[config.mk]
export PLATFORM = sky130hd
export DESIGN_NAME = dns_reply_a_record_extractor
export DESIGN_NICKNAME = d
export VERILOG_FILES = /design/src/hw/rtl/dra_pkg.sv /design/src/hw/rtl/dra_front.sv /design/src/hw/rtl/dra_back.sv /design/src/hw/rtl/dns_reply_a_record_extractor.sv
export SDC_FILE = /design/constraint.sdc
export NUM_CORES = 1
export LEC_CHECK = 0
export ABC_AREA = 1
export CAP_MARGIN = 10
export CORE_MARGIN = 2
export CORE_UTILIZATION = 28
export CTS_CLUSTER_DIAMETER = 150
export DETAILED_ROUTE_END_ITERATION = 8
export DONT_BUFFER_PORTS = 1
export SYNTH_ARGS = -nofsm -noshare
export SYNTH_HDL_FRONTEND = slang
export SYNTH_SLANG_ARGS = --single-unit
[constraint.sdc]
create_clock -name clk_i -period 5.35 [get_ports clk_i]
set_input_delay 1.3375 -clock clk_i [delete_from_list [all_inputs] [get_ports clk_i]]
set_output_delay 1.3375 -clock clk_i [all_outputs]
set_load 0.05 [all_outputs]
[src/hw/rtl/dra_pkg.sv]
`default_nettype none
// ----------------------------------------------------------------------------
// dra_pkg
// Shared types and constants of the DNS reply A record extractor.
// ----------------------------------------------------------------------------
package dra_pkg;

  // Bytes past this count in one reply are ignored up to the end mark.
  localparam int unsigned MaxMsgBytes = 512;
  localparam int unsigned PosW        = $clog2(MaxMsgBytes + 1);

  localparam int unsigned HdrBytes    = 12;
  localparam int unsigned QFixBytes   = 4;
  localparam int unsigned RHdrBytes   = 10;
  localparam int unsigned AddrBytes   = 4;
  localparam int unsigned CntW        = 4;

  localparam logic [15:0] TypeA       = 16'd1;

  // Header byte positions of the answer count and the last header byte.
  localparam logic [PosW-1:0] AnCountHiPos = PosW'(6);
  localparam logic [PosW-1:0] AnCountLoPos = PosW'(7);
  localparam logic [PosW-1:0] HdrLastPos   = PosW'(HdrBytes - 1);

  // Depth of the classified-byte queue and of the result queue.
  localparam int unsigned QDepth = 2;
  localparam int unsigned QCntW  = $clog2(QDepth + 1);
  localparam int unsigned QPtrW  = $clog2(QDepth);

  typedef struct packed {
    logic [7:0] data;
    logic       is_zero;  // byte ends a name
    logic       is_ptr;   // byte of 192 or more: compression pointer
    logic       last;     // final byte of the reply
  } cls_byte_t;

  typedef struct packed {
    logic [31:0] ipv4_addr;
    logic        found;
  } result_t;

  typedef enum logic [9:0] {
    PhHdr   = 10'b00_0000_0001,
    PhQName = 10'b00_0000_0010,
    PhQFix  = 10'b00_0000_0100,
    PhAName = 10'b00_0000_1000,
    PhAPtr  = 10'b00_0001_0000,
    PhRHdr  = 10'b00_0010_0000,
    PhAddr  = 10'b00_0100_0000,
    PhRData = 10'b00_1000_0000,
    PhDPtr  = 10'b01_0000_0000,
    PhDone  = 10'b10_0000_0000
  } phase_e;

endpackage : dra_pkg
`default_nettype wire

[src/hw/rtl/dra_front.sv]
`default_nettype none
// ----------------------------------------------------------------------------
// dra_front
// Accept reply bytes, tag name-ending and pointer bytes, queue them.
// ----------------------------------------------------------------------------
module dra_front (
  input  wire logic              clk_i,
  input  wire logic              rst_ni,
  input  wire logic              push,
  output logic                   full,
  input  wire logic [7:0]        rx_byte_i,
  input  wire logic              end_of_msg_i,
  output logic                   cls_valid_o,
  output dra_pkg::cls_byte_t     cls_item_o,
  input  wire logic              cls_take_i
);
  import dra_pkg::*;

  cls_byte_t              q_mem [QDepth];
  logic [QPtrW-1:0]       wr_ptr_q, wr_ptr_d;
  logic [QPtrW-1:0]       rd_ptr_q, rd_ptr_d;
  logic [QCntW-1:0]       cnt_q, cnt_d;
  logic                   wr_en;
  logic                   rd_en;
  cls_byte_t              cls_new;

  assign full        = (cnt_q == QCntW'(QDepth));
  assign wr_en       = push && !full;
  assign cls_valid_o = (cnt_q != '0);
  assign rd_en       = cls_take_i && cls_valid_o;
  assign cls_item_o  = q_mem[rd_ptr_q];

  always_comb begin
    cls_new.data    = rx_byte_i;
    cls_new.is_zero = (rx_byte_i == 8'd0);
    cls_new.is_ptr  = rx_byte_i[7] & rx_byte_i[6];
    cls_new.last    = end_of_msg_i;
  end

  always_comb begin
    wr_ptr_d = wr_en ? QPtrW'(wr_ptr_q + 1'b1) : wr_ptr_q;
    rd_ptr_d = rd_en ? QPtrW'(rd_ptr_q + 1'b1) : rd_ptr_q;
    cnt_d    = cnt_q;
    if (wr_en && !rd_en) begin
      cnt_d = QCntW'(cnt_q + 1'b1);
    end else if (rd_en && !wr_en) begin
      cnt_d = QCntW'(cnt_q - 1'b1);
    end
  end

  always_ff @(posedge clk_i or negedge rst_ni) begin
    if (!rst_ni) begin
      wr_ptr_q <= '0;
      rd_ptr_q <= '0;
      cnt_q    <= '0;
    end else begin
      wr_ptr_q <= wr_ptr_d;
      rd_ptr_q <= rd_ptr_d;
      cnt_q    <= cnt_d;
    end
  end

  always_ff @(posedge clk_i) begin
    if (wr_en) begin
      q_mem[wr_ptr_q] <= cls_new;
    end
  end

  a_cnt_bound: assert property (@(posedge clk_i) disable iff (!rst_ni)
    cnt_q <= QCntW'(QDepth))
    else $error("front queue count out of range");

  a_cnt_track: assert property (@(posedge clk_i) disable iff (!rst_ni)
    (wr_en && !rd_en) |=> (cnt_q == QCntW'($past(cnt_q) + 1'b1)))
    else $error("front queue count missed a write");

  a_ptr_gap: assert property (@(posedge clk_i) disable iff (!rst_ni)
    (cnt_q == '0 || cnt_q == QCntW'(QDepth)) |-> (wr_ptr_q == rd_ptr_q))
    else $error("front queue pointers disagree with count");

endmodule : dra_front
`default_nettype wire

[src/hw/rtl/dra_back.sv]
`default_nettype none
// ----------------------------------------------------------------------------
// dra_back
// Walk the reply sections on classified bytes and queue the result.
// ----------------------------------------------------------------------------
module dra_back (
  input  wire logic              clk_i,
  input  wire logic              rst_ni,
  input  wire logic              cls_valid_i,
  input  wire dra_pkg::cls_byte_t cls_item_i,
  output logic                   cls_take_o,
  output logic                   empty,
  input  wire logic              pop,
  output logic [31:0]            ipv4_addr_o,
  output logic                   found_o
);
  import dra_pkg::*;

  phase_e             phase_q, phase_d;
  logic [PosW-1:0]    byte_pos_q, byte_pos_d;
  logic [15:0]        answers_q, answers_d;
  logic [15:0]        rec_type_q, rec_type_d;
  logic [31:0]        addr_q, addr_d;
  logic               reported_q, reported_d;
  logic [CntW-1:0]    field_cnt_q, field_cnt_d;

  result_t            res_mem [QDepth];
  logic [QPtrW-1:0]   res_wr_q, res_rd_q;
  logic [QCntW-1:0]   res_cnt_q, res_cnt_d;
  logic               res_push;
  logic               res_pop;
  result_t            res_new;

  logic [7:0]         b;
  logic [15:0]        answers_dec;

  assign b           = cls_item_i.data;
  assign cls_take_o  = cls_valid_i && (res_cnt_q != QCntW'(QDepth));
  assign answers_dec = answers_q - 16'd1;

  always_comb begin
    phase_d     = phase_q;
    byte_pos_d  = byte_pos_q;
    answers_d   = answers_q;
    rec_type_d  = rec_type_q;
    addr_d      = addr_q;
    reported_d  = reported_q;
    field_cnt_d = field_cnt_q;
    res_push    = 1'b0;
    res_new     = '0;

    if (cls_take_o) begin
      if (!reported_q && (byte_pos_q < PosW'(MaxMsgBytes))) begin
        case (phase_q)
          PhHdr: begin
            if (byte_pos_q == AnCountHiPos) answers_d = {b, 8'h00};
            if (byte_pos_q == AnCountLoPos) answers_d = {answers_q[15:8], b};
            if (byte_pos_q == HdrLastPos)   phase_d   = PhQName;
          end
          PhQName: begin
            if (cls_item_i.is_zero) begin
              phase_d     = PhQFix;
              field_cnt_d = '0;
            end
          end
          PhQFix: begin
            field_cnt_d = CntW'(field_cnt_q + 1'b1);
            if (field_cnt_q == CntW'(QFixBytes - 1)) begin
              field_cnt_d = '0;
              phase_d     = (answers_q == '0) ? PhDone : PhAName;
            end
          end
          PhAName: begin
            if (cls_item_i.is_zero) begin
              phase_d     = PhRHdr;
              field_cnt_d = '0;
              rec_type_d  = '0;
            end else if (cls_item_i.is_ptr) begin
              phase_d = PhAPtr;
            end
          end
          PhAPtr: begin
            phase_d     = PhRHdr;
            field_cnt_d = '0;
            rec_type_d  = '0;
          end
          PhRHdr: begin
            if (field_cnt_q == CntW'(0)) rec_type_d = {b, 8'h00};
            if (field_cnt_q == CntW'(1)) rec_type_d = {rec_type_q[15:8], b};
            field_cnt_d = CntW'(field_cnt_q + 1'b1);
            if (field_cnt_q == CntW'(RHdrBytes - 1)) begin
              field_cnt_d = '0;
              if (rec_type_q == TypeA) begin
                phase_d = PhAddr;
                addr_d  = '0;
              end else begin
                phase_d = PhRData;
              end
            end
          end
          PhAddr: begin
            addr_d      = {addr_q[23:0], b};
            field_cnt_d = CntW'(field_cnt_q + 1'b1);
            if (field_cnt_q == CntW'(AddrBytes - 1)) begin
              res_push          = 1'b1;
              res_new.ipv4_addr = {addr_q[23:0], b};
              res_new.found     = 1'b1;
              reported_d        = 1'b1;
              phase_d           = PhDone;
              field_cnt_d       = '0;
            end
          end
          PhRData: begin
            if (cls_item_i.is_zero) begin
              answers_d   = answers_dec;
              phase_d     = (answers_dec == '0) ? PhDone : PhAName;
              field_cnt_d = '0;
            end else if (cls_item_i.is_ptr) begin
              phase_d = PhDPtr;
            end
          end
          PhDPtr: begin
            answers_d   = answers_dec;
            phase_d     = (answers_dec == '0) ? PhDone : PhAName;
            field_cnt_d = '0;
          end
          default: begin
          end
        endcase
        byte_pos_d = PosW'(byte_pos_q + 1'b1);
      end

      if (cls_item_i.last) begin
        if (!reported_d) begin
          res_push = 1'b1;
          res_new  = '0;
        end
        phase_d     = PhHdr;
        byte_pos_d  = '0;
        answers_d   = '0;
        rec_type_d  = '0;
        addr_d      = '0;
        reported_d  = 1'b0;
        field_cnt_d = '0;
      end
    end
  end

  always_ff @(posedge clk_i or negedge rst_ni) begin
    if (!rst_ni) begin
      phase_q     <= PhHdr;
      byte_pos_q  <= '0;
      answers_q   <= '0;
      rec_type_q  <= '0;
      addr_q      <= '0;
      reported_q  <= 1'b0;
      field_cnt_q <= '0;
    end else begin
      phase_q     <= phase_d;
      byte_pos_q  <= byte_pos_d;
      answers_q   <= answers_d;
      rec_type_q  <= rec_type_d;
      addr_q      <= addr_d;
      reported_q  <= reported_d;
      field_cnt_q <= field_cnt_d;
    end
  end

  // Result queue.
  assign empty       = (res_cnt_q == '0);
  assign res_pop     = pop && !empty;
  assign ipv4_addr_o = res_mem[res_rd_q].ipv4_addr;
  assign found_o     = res_mem[res_rd_q].found;

  always_comb begin
    res_cnt_d = res_cnt_q;
    if (res_push && !res_pop) begin
      res_cnt_d = QCntW'(res_cnt_q + 1'b1);
    end else if (res_pop && !res_push) begin
      res_cnt_d = QCntW'(res_cnt_q - 1'b1);
    end
  end

  always_ff @(posedge clk_i or negedge rst_ni) begin
    if (!rst_ni) begin
      res_wr_q  <= '0;
      res_rd_q  <= '0;
      res_cnt_q <= '0;
    end else begin
      if (res_push) res_wr_q <= QPtrW'(res_wr_q + 1'b1);
      if (res_pop)  res_rd_q <= QPtrW'(res_rd_q + 1'b1);
      res_cnt_q <= res_cnt_d;
    end
  end

  always_ff @(posedge clk_i) begin
    if (res_push) begin
      res_mem[res_wr_q] <= res_new;
    end
  end

  a_res_bound: assert property (@(posedge clk_i) disable iff (!rst_ni)
    res_cnt_q <= QCntW'(QDepth))
    else $error("result queue count out of range");

  a_last_resets: assert property (@(posedge clk_i) disable iff (!rst_ni)
    (cls_take_o && cls_item_i.last) |=>
      (phase_q == PhHdr && byte_pos_q == '0 && !reported_q))
    else $error("parser not back at header after end mark");

  a_found_from_addr: assert property (@(posedge clk_i) disable iff (!rst_ni)
    (res_push && res_new.found) |-> (phase_q == PhAddr && !reported_q))
    else $error("address result outside the address field");

  a_reported_done: assert property (@(posedge clk_i) disable iff (!rst_ni)
    reported_q |-> (phase_q == PhDone))
    else $error("reported flag set while still parsing");

endmodule : dra_back
`default_nettype wire

[src/hw/rtl/dns_reply_a_record_extractor.sv]
`default_nettype none
// ----------------------------------------------------------------------------
// dns_reply_a_record_extractor
// Scan a DNS reply byte stream and return the first A record address.
// ----------------------------------------------------------------------------
//  channel | direction | handshake            | payload
//  --------+-----------+----------------------+------------------------------
//  bytes   | in        | push / full          | rx_byte_i[7:0], end_of_msg_i
//  result  | out       | pop / empty          | ipv4_addr_o[31:0], found_o
//
//  One reply byte is taken every cycle while full is low; the parser step is
//  a single registered phase update, so steady state is one byte per clock
//  while the result queue has room. A result reaches the ports through the
//  byte queue register, then the result queue register.
//  Exactly one result is produced per reply: the address on the fourth
//  address byte, or zero with found clear at the end mark.
//  full rises only when the byte queue holds two entries, which happens
//  when the result queue is full and the parser stalls.
//  Reset clears both queues and returns the parser to the header phase.
// ----------------------------------------------------------------------------
module dns_reply_a_record_extractor (
  input  wire logic        clk_i,
  input  wire logic        rst_ni,
  input  wire logic        push,
  output logic             full,
  input  wire logic [7:0]  rx_byte_i,
  input  wire logic        end_of_msg_i,
  output logic             empty,
  input  wire logic        pop,
  output logic [31:0]      ipv4_addr_o,
  output logic             found_o
);
  import dra_pkg::*;

  logic      cls_valid;
  logic      cls_take;
  cls_byte_t cls_item;

  // Front: accept the byte, tag zero and pointer bytes, hold in a short queue.
  dra_front u_front (
    .clk_i        (clk_i),
    .rst_ni       (rst_ni),
    .push         (push),
    .full         (full),
    .rx_byte_i    (rx_byte_i),
    .end_of_msg_i (end_of_msg_i),
    .cls_valid_o  (cls_valid),
    .cls_item_o   (cls_item),
    .cls_take_i   (cls_take)
  );

  // Back: advance the section walker and queue the result transaction.
  dra_back u_back (
    .clk_i       (clk_i),
    .rst_ni      (rst_ni),
    .cls_valid_i (cls_valid),
    .cls_item_i  (cls_item),
    .cls_take_o  (cls_take),
    .empty       (empty),
    .pop         (pop),
    .ipv4_addr_o (ipv4_addr_o),
    .found_o     (found_o)
  );

endmodule : dns_reply_a_record_extractor
`default_nettype wire

# Yosys cells after proc, flatten, opt, wreduce, memory -nomap -nowiden
# Memory sizes are Yosys's and may differ from the RTL's.
# Cells that the tools add are included.
# classes
add_sub_neg	11
n_reduce_logical	41
n_lt_le_gt_ge	1
eq_ne	35
mux	65
n_bitwise	1
# op_table
cell	n
33-bit two-way mux	6
16-bit two-way mux	10
10-bit two-way mux	15
24-bit two-way mux	4
16-bit case mux with 3 select lines	2
10-bit case mux with 9 select lines	1
24-bit case mux with 2 select lines	1
16-bit zero test	2
10-bit by 3-bit == test with 1-bit output (second input constant)	3
3-bit by 2-bit inequality test with 1-bit output (second input constant)	7
10-bit by 4-bit == test with 1-bit output (second input constant)	2
4-bit two-way mux	5
16-bit by 1-bit == test with 1-bit output (second input constant)	1
4-bit case mux with 4 select lines	1
16-bit by 1-bit subtractor with 16-bit output (second input constant)	1
1-bit two-way mux	15
3-bit inequality test (second input constant)	5
5-bit AND reduction	3
6-bit AND reduction	2
10-bit by 1-bit adder with 10-bit output (second input constant)	1
10-bit by 1-bit == test with 1-bit output (second input constant)	1
10-bit by 2-bit == test with 1-bit output (second input constant)	1
10-bit by 5-bit == test with 1-bit output (second input constant)	1
10-bit by 6-bit == test with 1-bit output (second input constant)	1
other kinds (34)	63
# word_totals
mem_bits_rw	88
register_bits	89
out_inout_bits	35
input_bits	13
memories	2
word_cells	171
# mem_list
memory	words	word_bits	rd	rd_ports_with_merged_regs	wr	line	rtl
u_back.res_mem	2	33	1	0	1	dra_back.sv:27	result_t res_mem [QDepth];
u_front.q_mem	2	11	1	0	1	dra_front.sv:19	cls_byte_t q_mem [QDepth];

# Depth between registers and ports, before layout
# Gate-level depths: netlist (run 1).
# depth
depth_word	12
ltp_mapped	16
ltp_nobuf	16

# By module
# Synthesis (run 1) repeated with hierarchy kept, for this count alone.
# hier_totals
hier_cells	1016
hier_area_um2	8700.8
# modules_own_cells
module	n_inst	area_each_um2	seq_area_each_um2	cells_each
dra_back	1	7629.8	4110.2	918
dra_front	1	1071.0	760.7	98

# Least setup slack after synthesis (run 1)
# Ideal clock, no wire load.
# synth_timing
kind	register to register
from	reg u_front.rd_ptr_q
to	mem u_back.res_mem[1][0] in the netlist's numbering (enable)
required_time_ns	4.925
n_path_buf	1
synth_period_minus_slack_ns	3.097
setup_slack_ns	2.253
path_stages_with_launch	9
setup_ns	0.425
arrival_ns	2.672
path_cell_list	dfrtp_1 -> inv_1 -> nand2_1 -> nand2_4 -> inv_2 -> buf_2 -> nor2_1 -> o21ai_0 -> nor2_1
# synth_between
elab_chain_cells	5
# synth_lines
element	line	rtl
start, declared	dra_front.sv:21	logic [QPtrW-1:0] rd_ptr_q, rd_ptr_d;
start signal, assigned	dra_front.sv:58	rd_ptr_q <= rd_ptr_d;
memory read 2 x 11 bit	-	
1-bit two-way mux	dra_back.sv:133	if (cls_item_i.last) begin
1-bit two-way mux	dra_back.sv:52	if (cls_take_o) begin
1-bit two-way mux	dra_back.sv:197	if (res_push) begin
1-bit two-way mux (implied by the code)	dra_back.sv:198	res_mem[res_wr_q] <= res_new;
end, declared	dra_back.sv:27	
# Every way passes these cells.

# Worst setup path in the final report (run 1)
# layout_timing
from	reg u_back.res_rd_q
to	out ipv4_addr_o[4]
# layout_between
elab_chain_cells	1
# layout_lines
element	line	rtl
start, declared	dra_back.sv:28	logic [QPtrW-1:0] res_wr_q, res_rd_q;
start signal, assigned	dra_back.sv:191	if (res_pop) res_rd_q <= QPtrW'(res_rd_q + 1'b1);
memory read 2 x 33 bit	-	
end, declared	dns_reply_a_record_extractor.sv:30	output logic [31:0] ipv4_addr_o,
# Every way passes these cells.

==> results of run 1 <==
## layer usage
metal | vias up | GRT usage
met4 | 0 | 0.0377
met5 | - | 0
met3 | 17 | 0.0261
li1 | 3263 | -
met1 | 3030 | 0.161
met2 | 115 | 0.199
## cells in the final DEF (no fill, tap or decap), drive strengths merged, types with 6 or more instances in the layout
cell type and instances:
a21oi 27, buf 12, clkbuf 18, clkinv 6, dfrtp 88, edfxtp 88
ha 9, inv 118, nand2 304, nand3 65, nand4 10, nor2 144
nor3 6, o21ai 77, o22ai 9, xor2 6
## worst max path at each step
stage                                     endpoint  slack (ns)
finish                              ipv4_addr_o[4]        1.42
global route                       ipv4_addr_o[26]        1.06
CTS                                 ipv4_addr_o[4]        1.21
detailed placement                  ipv4_addr_o[4]        1.75
global placement                    ipv4_addr_o[6]        1.89
floorplan           u_back.res_mem[1][0]$_DFFE_PP_        2.25
## logic make-up (layout without fill, tap and decap cells)
kind of cell    after synthesis  in the layout  synth area share
flops                       177            177             0.552
buf+inv                     142            160            0.0706
fa+ha+maj                     9              9            0.0128
simple gates                543            543             0.274
mux                           1              1           0.00113
compound gates              121            121            0.0801
xor+xnor                     10             10           0.00992
## state kept, by name, indices dropped and copies added (netlist names), 2 cells and up
signal and flops:
u_back.res_mem 66, u_back.rec_type_q 16, u_back.field_cnt_q 4, u_back.phase_q 10
u_back.addr_q 24, u_back.byte_pos_q 10, u_back.answers_q 16, u_back.res_cnt_q 2
u_front.cnt_q 2, u_front.q_mem 22
## power breakdown
group / switching [mW] / internal [mW]
clock: 0.548 / 0.694
combinational: 2.00 / 0.574
sequential: 0.167 / 1.80
total: 2.71 / 3.06
## final cells by class
class	instances	area, µm²
Tap cell	402	503
Fill cell	3230	21500
Clock buffer	18	429
Multi-Input combinational cell	684	3350
Clock inverter	14	155
Sequential cell	177	4870
Timing Repair Buffer	12	90.1
Inverter	116	440
## stage by stage
step | setup WS [ns] | std cells | utilization | hold slack [ns]
after global routing | 1.06 | 1423 | 0.314 | 0.519
after global placement | 1.89 | 1391 | 0.295 | 0.466
final | 1.42 | 1423 | 0.314 | 0.487
after detailed placement | 1.75 | 1391 | 0.295 | 0.467
after floorplan | 2.25 | 1003 | - | 0.450
after CTS | 1.21 | 1423 | 0.314 | 0.488
## critical path: cells and delay by family, from the launching register on
kind,cells,cell delay [ns]
simple gates,2,0.61
buf+inv,2,1.17
flops,1,0.33
==> impl_metrics.json, run 1 <==
{
  "status": "completed",
  "clk_pin_slew_ns": 0.07,
  "crit_fanout": 34,
  "ys_top_cells_by_count": "nand2_1, nor2_1, inv_1",
  "start_util": 0.282,
  "hold_viol_final": 0,
  "drc": 0,
  "hpwl_um": 13400,
  "dr.pass1.iters": 7,
  "highest_layer": "met4",
  "drv_cap": 0,
  "chipWidth_um": 182,
  "rrSetupSlack_ns": 2.36,
  "worstSetupStartpoint": "u_back.res_rd_q$_DFFE_PN0P_",
  "synth_most_common_cell": "nand2_1",
  "routed_wl_um": 19300,
  "cts.path.max_buffers": 2,
  "postCtsSetupRepairBufs": 0,
  "met3WireLength_um": 774,
  "hold_path_class": "register to register",
  "design_area_mm2": 0.00983,
  "clock_skew_ns": 0.00895,
  "cts.sinks": 177,
  "ant_nets": 0,
  "critPathArrivalTime_ns": 2.59,
  "fmax_mhz": 254,
  "postCtsHoldBufs": 0,
  "synth_edf_count": 88,
  "routed_via_density": 4.52,
  "setup_tns_ns": 0,
  "crit_path_cell_trace": "buf_4, clkinv_1, nand2_1, nand2_1",
  "drive_gt1_frac": 0.104,
  "clockRootBuffer": "clkbuf_16",
  "hold_path_depth": 2,
  "syn_nets": 1025,
  "nets": 1030,
  "powerDensity_mw_per_mm2": 587,
  "slew_viol_final": 0,
  "ys_ff_latch": 177,
  "dieArea_mm2": 0.0330,
  "grt_pass1_vias": 6181,
  "ctsResizeCount": 0,
  "layout_worst_path_cycle_share": 0.735,
  "cpMostUsedCell": "nand2_1",
  "clkLatencyLatePin_ns": 0.44,
  "synth.yosys.seq_area_share": 0.552,
  "wl_per_cell_um": 13.6,
  "leakage_nw": 4.15,
  "die_y_um": 182,
  "fp-row-count": 65,
  "r2r_start": "u_front.rd_ptr_q$_DFFE_PN0P_",
  "cts_buffers": 17,
  "grt-ovfl-total": 0,
  "yosysTopAreaCell": "edfxtp_1",
  "hold_path_end": "u_back.rec_type_q[5]$_DFFE_PN0P_",
  "grtUsageTotal": 0.122,
  "worst_pin_slew_ns": 1.14,
  "rsz0062_at_grt": "no",
  "slew_headroom": 0.239,
  "required_ns": 4.01,
  "finalWorstPathRequiredPeriod_ns": 3.93,
  "synth_cell_types": 46,
  "ios": 48,
  "core_mm2": 0.0313,
  "path_class": "register to primary output",
  "reg2regPathDepth": 11,
  "max_stage_delay_ns": 0.86,
  "antenna_cells": 0,
  "netlist_area_mm2": 0.00883,
  "peakVddDrop_mv": 0.270,
  "port_buffers": 0,
  "place.gp.congestion": 0.866,
  "htreeDepth": 4,
  "r2r_end": "u_back.res_cnt_q[1]$_DFFE_PN0P_",
  "synth_ff_type": "edfxtp_1",
  "p_total_mw": 5.77,
  "postSynthAreaPerCell_um2": 8.80,
  "hp-start": "u_back.rec_type_q[5]$_DFFE_PN0P_",
  "wl_met2_um": 8980,
  "grt_pass1_wl_um": 31600,
  "cts_tree": "yes",
  "grt_max_degree": 90,
  "yosys.area.top_type_share": 0.299,
  "synthArstFlopShare": 0.503,
  "start_kind": "register",
  "area_growth_pct": 11.4,
  "antenna_found_initial": 0,
  "synth_warnings": 0,
  "wl_met1_um": 9300,
  "synth.area.top_cells": "edfxtp_1, dfrtp_1, nand2_1, nor2_1, inv_1",
  "drtIter0Drc": 415,
  "end_kind": "primary output",
  "setup_viol": 0,
  "crit_slowest_cell": "clkinv_1",
  "postSynthCellCount": 1003,
  "num_vias": 6425,
  "place_area_mm2": 0.00925
}
No activity file was read; power rests on OpenSTA's default activity.
==> inputs of run 2 (changes only) <==
- clock period: 5.35 -> 3.75 ns (I/O delays scaled with it)
==> run 2 against run 1 <==
Effect of this change: cell count increased by 2.2%; non-clock buffer count up 32; via count grew 3.4%; total power up 49%; hold slack worse by 0.29 ns; sequential cell count is the same; first-iteration DRC count up 37%; core utilization increased by 0.76 points; setup slack lost 0.79 ns; highest routed layer unchanged; global-route usage grew 0.20 points; clock power grew 43%; combinational power grew 57%.
==> impl_metrics.json, run 2 (same netlist as run 1, synthesis figures left out) <==
{
  "grtUsageTotal": 0.124,
  "hold_path_class": "input port to async pin",
  "routed_wl_um": 19500,
  "crit_slowest_cell": "clkinv_1",
  "dr.pass1.iters": 5,
  "dp_slack_ns": 0.809,
  "cts.path.max_buffers": 2,
  "setup_ws_ns": 0.629,
  "end_kind": "primary output",
  "finalWorstPathRequiredPeriod_ns": 3.12,
  "worst_pin_slew_ns": 1.04,
  "num-fill-cells": 3220,
  "core_mm2": 0.0313,
  "clkLatencyLatePin_ns": 0.44,
  "clockRootBuffer": "clkbuf_16",
  "area_growth_pct": 14.1,
  "die_y_um": 182,
  "clock_skew_ns": 0.0125,
  "ant_nets": 0,
  "cp.depth": 3,
  "max_stage_delay_ns": 0.79,
  "ctsResizeCount": 0,
  "fmax_mhz": 320,
  "worstSetupStartpoint": "u_back.res_rd_q$_DFFE_PN0P_",
  "hold_viol_final": 0,
  "htreeDepth": 4,
  "antenna_found_initial": 0,
  "hpwl_um": 13500,
  "drv_cap": 0,
  "routed_via_density": 4.57,
  "start_kind": "register",
  "cts_buffers": 17,
  "rrSetupSlack_ns": 0.83,
  "place_area_mm2": 0.00949,
  "powerDensity_mw_per_mm2": 853,
  "layout_worst_path_cycle_share": 0.832,
  "critPathArrivalTime_ns": 2.18,
  "drive_gt1_frac": 0.128,
  "nets": 1062,
  "final_cell_mix": "nand2_1, nor2_1, inv_1, dfrtp_1, edfxtp_1",
  "drtIter0Drc": 569,
  "start_util": 0.282,
  "reg2regPathDepth": 11,
  "r2r_end": "u_back.res_cnt_q[1]$_DFFE_PN0P_",
  "largest_register_ffs": 66,
  "drc": 0,
  "reg_top3": "u_back.res_mem (66), u_back.addr_q (24), u_front.q_mem (22)",
  "path_class": "register to primary output",
  "crit_family": "buffers and inverters",
  "cpMostUsedCell": "nand2_1",
  "clk_pin_slew_ns": 0.07,
  "cp.buffers_inverters": 1,
  "grt-ovfl-total": 0,
  "r2r_start": "u_front.rd_ptr_q$_DFFE_PN0P_",
  "layout_commonest_cell": "nand2_1",
  "postCtsSetupRepairBufs": 0,
  "chipWidth_um": 182,
  "regMostFlops": "u_back.res_mem",
  "grt_pass1_wl_um": 32400,
  "setup_viol": 0,
  "postCtsHoldBufs": 0,
  "peakVddDrop_mv": 0.365,
  "grt_pass1_vias": 6452,
  "design_area_mm2": 0.0101,
  "leakage_nw": 4.31,
  "antenna_cells": 0,
  "fp-row-count": 65,
  "wl_per_cell_um": 13.4,
  "cts_tree": "yes",
  "dieArea_mm2": 0.0330,
  "crit_end": "ipv4_addr_o[26]",
  "ios": 48,
  "slew_headroom": 0.305,
  "rsz0062_at_grt": "no",
  "crit_path_cell_trace": "clkinv_1, nand2_1, nand2_1",
  "crit_fanout": 34,
  "required_ns": 2.81,
  "cts.sinks": 177,
  "place.gp.congestion": 0.879,
  "slew_viol_final": 0,
  "port_buffers": 0,
  "setup_tns_ns": 0,
  "status": "completed",
  "grt_max_degree": 90,
  "num_vias": 6644
}
run 2: how the worst min path moves through the flow:
stage,end,slack (ns),cells past startpoint
detailed placement,u_back.rec_type_q[4]$_DFFE_PN0P_,0.47,2
finish,u_back.byte_pos_q[6]$_DFFE_PN0P_,0.20,0
CTS,u_back.byte_pos_q[6]$_DFFE_PN0P_,0.17,0
global placement,u_back.rec_type_q[2]$_DFFE_PN0P_,0.46,2
floorplan,u_back.rec_type_q[2]$_DFFE_PN0P_,0.45,2
global route,u_back.byte_pos_q[6]$_DFFE_PN0P_,0.17,0
run 2: layout make-up:
cell class                      instances  area, µm²  area share
Multi-Input combinational cell        684       3350       0.332
Tap cell                              402        503      0.0499
Clock inverter                         13        148      0.0147
Clock buffer                           19        433      0.0430
Inverter                              116        440      0.0437
Timing Repair Buffer                   44        330      0.0328
Sequential cell                       177       4870       0.484
run 2: layer usage:
layer	GRT usage	share of wire	up-vias
met5	0	0	-
met4	0.0439	0.017	0
met3	0.0311	0.055	25
met2	0.201	0.46	165
met1	0.160	0.46	3134
li1	-	-	3320
run 2: power by group:
group          switching [mW]  total [mW]  leakage (nW)  internal (mW)
clock                   0.776        1.77         0.280          0.994
combinational            2.94        4.03          2.03           1.09
sequential              0.228        2.79          2.00           2.56
total                    3.94        8.59          4.31           4.64
run 2: metrics by stage:
stage | std cells | util | power [mW] | hold slack [ns]
detailed placement | 1423 | 0.303 | 6.88 | 0.467
CTS | 1455 | 0.322 | 8.68 | 0.173
global placement | 1423 | 0.303 | 6.84 | 0.463
global route | 1455 | 0.322 | 9.18 | 0.173
finish | 1455 | 0.322 | 8.59 | 0.200
floorplan | 1003 | - | 5.86 | 0.450
==> inputs of run 3 (changes only) <==
- ABC_AREA: 1 -> 0
- clock period: 3.75 -> 2.6 ns (I/O delays scaled with it)
==> run 3 against run 2 <==
Effect of this change: the run now ends with negative hold slack left; clock skew decreased by 0.00076 ns; sequential share of layout area hardly changed; combinational power up 23%; sequential cell count is the same; largest power group unchanged; synthesized cell count shrank 24%; global-route usage rose by 0.37 points; critical path depth grew 5; wire length increased by 3.8%; non-clock buffer count rose by 21; core utilization rose by 1.1 points.
==> impl_metrics.json, run 3 <==
{
  "status": "complete, but fails checks",
  "violations": "negative hold slack",
  "r2r_start": "u_back.phase_q[8]$_DFFE_PN0P_",
  "htreeDepth": 4,
  "antenna_cells": 0,
  "hold_viol_final": 88,
  "synth_warnings": 0,
  "grt_pass1_wl_um": 31500,
  "postSynthCellCount": 763,
  "drc": 0,
  "layout_worst_path_cycle_share": 0.984,
  "cts_buffers": 17,
  "cts.path.max_buffers": 2,
  "clockRootBuffer": "clkbuf_16",
  "combPwrFrac": 0.437,
  "setup_ws_ns": 0.0409,
  "regMostFlops": "u_back.res_mem",
  "dr.pass1.iters": 5,
  "start_util": 0.282,
  "hold_path_class": "input port to async pin",
  "ios": 48,
  "yosys.area.top_type_share": 0.308,
  "peakVddDrop_mv": 0.682,
  "power_frac_seq": 0.347,
  "switchingPower_mw": 4.72,
  "r2r_end": "u_back.res_mem[0][28]$_DFFE_PP_",
  "synth.yosys.seq_area_share": 0.568,
  "layout.cells.non_filler": 1215,
  "rrSetupSlack_ns": 0.04,
  "worst_pin_slew_ns": 0.654,
  "grt_pass1_vias": 5863,
  "grt_max_degree": 90,
  "cts_tree": "yes",
  "syn_nets": 785,
  "ys_top_cells_by_count": "dfrtp_1, edfxtp_1, nand2_1",
  "antenna_found_initial": 0,
  "clk_pin_slew_ns": 0.07,
  "synthArstFlopShare": 0.503,
  "swShare": 0.415,
  "place.gp.congestion": 0.888,
  "num-fill-cells": 3032,
  "clock_skew_ns": 0.0118,
  "setup_viol": 0,
  "final_cell_mix": "nand2_1, edfxtp_1, dfrtp_1, nor2_1, buf_4",
  "rsz0062_at_grt": "yes",
  "cts.sinks": 177,
  "finalWorstPathRequiredPeriod_ns": 2.56,
  "clkLatencyLatePin_ns": 0.42,
  "core_mm2": 0.0303,
  "slew_viol_final": 0,
  "crit_path_cell_trace": "nor4_4, nand2_2, or2_4, or4_4, a21oi_4, nor2b_4, buf_12, buf_6",
  "critPathArrivalTime_ns": 2.70,
  "netlist_area_mm2": 0.00857,
  "synth_edf_count": 88,
  "crit_fanout": 8,
  "design_area_mm2": 0.0101,
  "synth.area.top_cells": "edfxtp_1, dfrtp_1, mux2_2, nand2_1, nor2_1",
  "dp.cells": 1175,
  "worstSetupStartpoint": "u_back.phase_q[8]$_DFFE_PN0P_",
  "final_util": 0.332,
  "powerDensity_mw_per_mm2": 1130,
  "drive_gt1_frac": 0.219,
  "die_y_um": 179,
  "drv_cap": 0,
  "holdWs_ns": -0.0797,
  "ys_ff_latch": 177,
  "internal_power_mw": 6.65,
  "p_clk_frac": 0.216,
  "chipWidth_um": 179,
  "area_growth_pct": 17.7,
  "crit_family": "simple AND/OR/NAND/NOR gates",
  "grtUsageTotal": 0.127,
  "routed_wl_um": 20300,
  "place_area_mm2": 0.00934,
  "p_total_mw": 11.4,
  "reg2regPathDepth": 8,
  "hpwl_um": 13700,
  "drtIter0Drc": 439,
  "setup_tns_ns": 0,
  "crit_slowest_cell": "dfrtp_2",
  "fmax_mhz": 391,
  "dp_slack_ns": -0.0222,
  "nets": 828,
  "leakage_nw": 3.88,
  "reg_top3": "u_back.res_mem (66), u_back.addr_q (24), u_front.q_mem (22)",
  "routed_via_density": 4.93,
  "end_kind": "register",
  "yosysTopAreaCell": "edfxtp_1",
  "fp-row-count": 64,
  "grt-ovfl-total": 0,
  "path_class": "register to register",
  "required_ns": 2.74,
  "ant_nets": 0,
  "synth_ff_type": "edfxtp_1",
  "max_stage_delay_ns": 0.45,
  "slew_headroom": 0.560,
  "dieArea_mm2": 0.0320,
  "wl_per_cell_um": 16.7,
  "start_kind": "register",
  "crit_end": "u_back.res_mem[0][28]$_DFFE_PP_",
  "num_vias": 5992,
  "largest_register_ffs": 66,
  "postSynthAreaPerCell_um2": 11.2,
  "cp.buffers_inverters": 2,
  "port_buffers": 0,
  "cp.depth": 8,
  "synth_cell_types": 69
}
run 3: changes by cell type in the layout (fill, tap and decap cells not counted), sizes merged, moves of 14 or more:
cell,before,now
a21oi,27,13
and2,1,27
inv,120,23
o21ai,77,51
o31ai,0,24
mux2,0,40
nand3,65,12
nor3,6,22
buf,44,61
nand2,304,92
nor2,144,67
run 3: worst min-delay path by stage:
stage / depth (start not counted) / end / slack (ns) / from
2_1_floorplan: 0 / u_back.addr_q[0]$_DFFE_PN0P_ / 0.35 / rst_ni
3_3_place_gp: 0 / u_back.rec_type_q[12]$_DFFE_PN0P_ / 0.36 / rst_ni
3_5_place_dp: 0 / u_back.rec_type_q[12]$_DFFE_PN0P_ / 0.36 / rst_ni
4_1_cts: 0 / u_back.rec_type_q[10]$_DFFE_PN0P_ / -0.1 / rst_ni
5_1_grt: 0 / u_back.rec_type_q[10]$_DFFE_PN0P_ / -0.11 / rst_ni
6_report: 0 / u_back.rec_type_q[10]$_DFFE_PN0P_ / -0.08 / rst_ni
run 3: cell type report:
type / count / area, µm² / area share
well taps: 396 / 495 / 0.0491
clock inverters: 12 / 125 / 0.0124
clock buffers: 20 / 437 / 0.0433
repair buffers: 65 / 612 / 0.0607
multi-input cells: 527 / 3470 / 0.344
flip-flops and latches: 177 / 4870 / 0.483
inverters: 18 / 72.6 / 0.00720
run 3: cells by family (layout without fill, tap and decap cells):
family | after synthesis | after routing | share of synthesized area
AO/OA/AOI/OAI | 132 | 132 | 0.100
XOR/XNOR | 31 | 31 | 0.0317
adder cells (fa/ha/maj) | 9 | 9 | 0.0131
buffers and inverters | 59 | 115 | 0.0331
flip-flops | 177 | 177 | 0.568
multiplexers | 51 | 51 | 0.0654
AND/OR/NAND/NOR | 304 | 304 | 0.188
run 3: repair_timing:
| action | 4_1_cts | 5_1_grt |
|---|---|---|
| pin swaps | 0 | 3 |
| buffers inserted | 0 | 3 |
| endpoints found under the setup margin | 14 | 86 |
| resized for setup | 2 | 15 |
| hold endpoints to repair | 88 | 88 |
| cloned | 0 | 5 |
run 3: layer usage:
layer / track usage / up-vias / wire length, µm
met4: 0.0508 / 0 / 585
met1: 0.169 / 2953 / 9360
met5: 0 / - / 0
li1: - / 2861 / -
met2: 0.200 / 149 / 9300
met3: 0.0299 / 29 / 1020
run 3: power by group through the flow:
stage               Clock (mW)  Sequential [mW]  Combinational [mW]
finish                    2.46             3.95                4.97
global route              2.64             4.02                5.31
CTS                       2.50             3.95                4.72
detailed placement           0             4.00                4.71
global placement             0             3.98                4.68
floorplan                    0             3.89                3.58
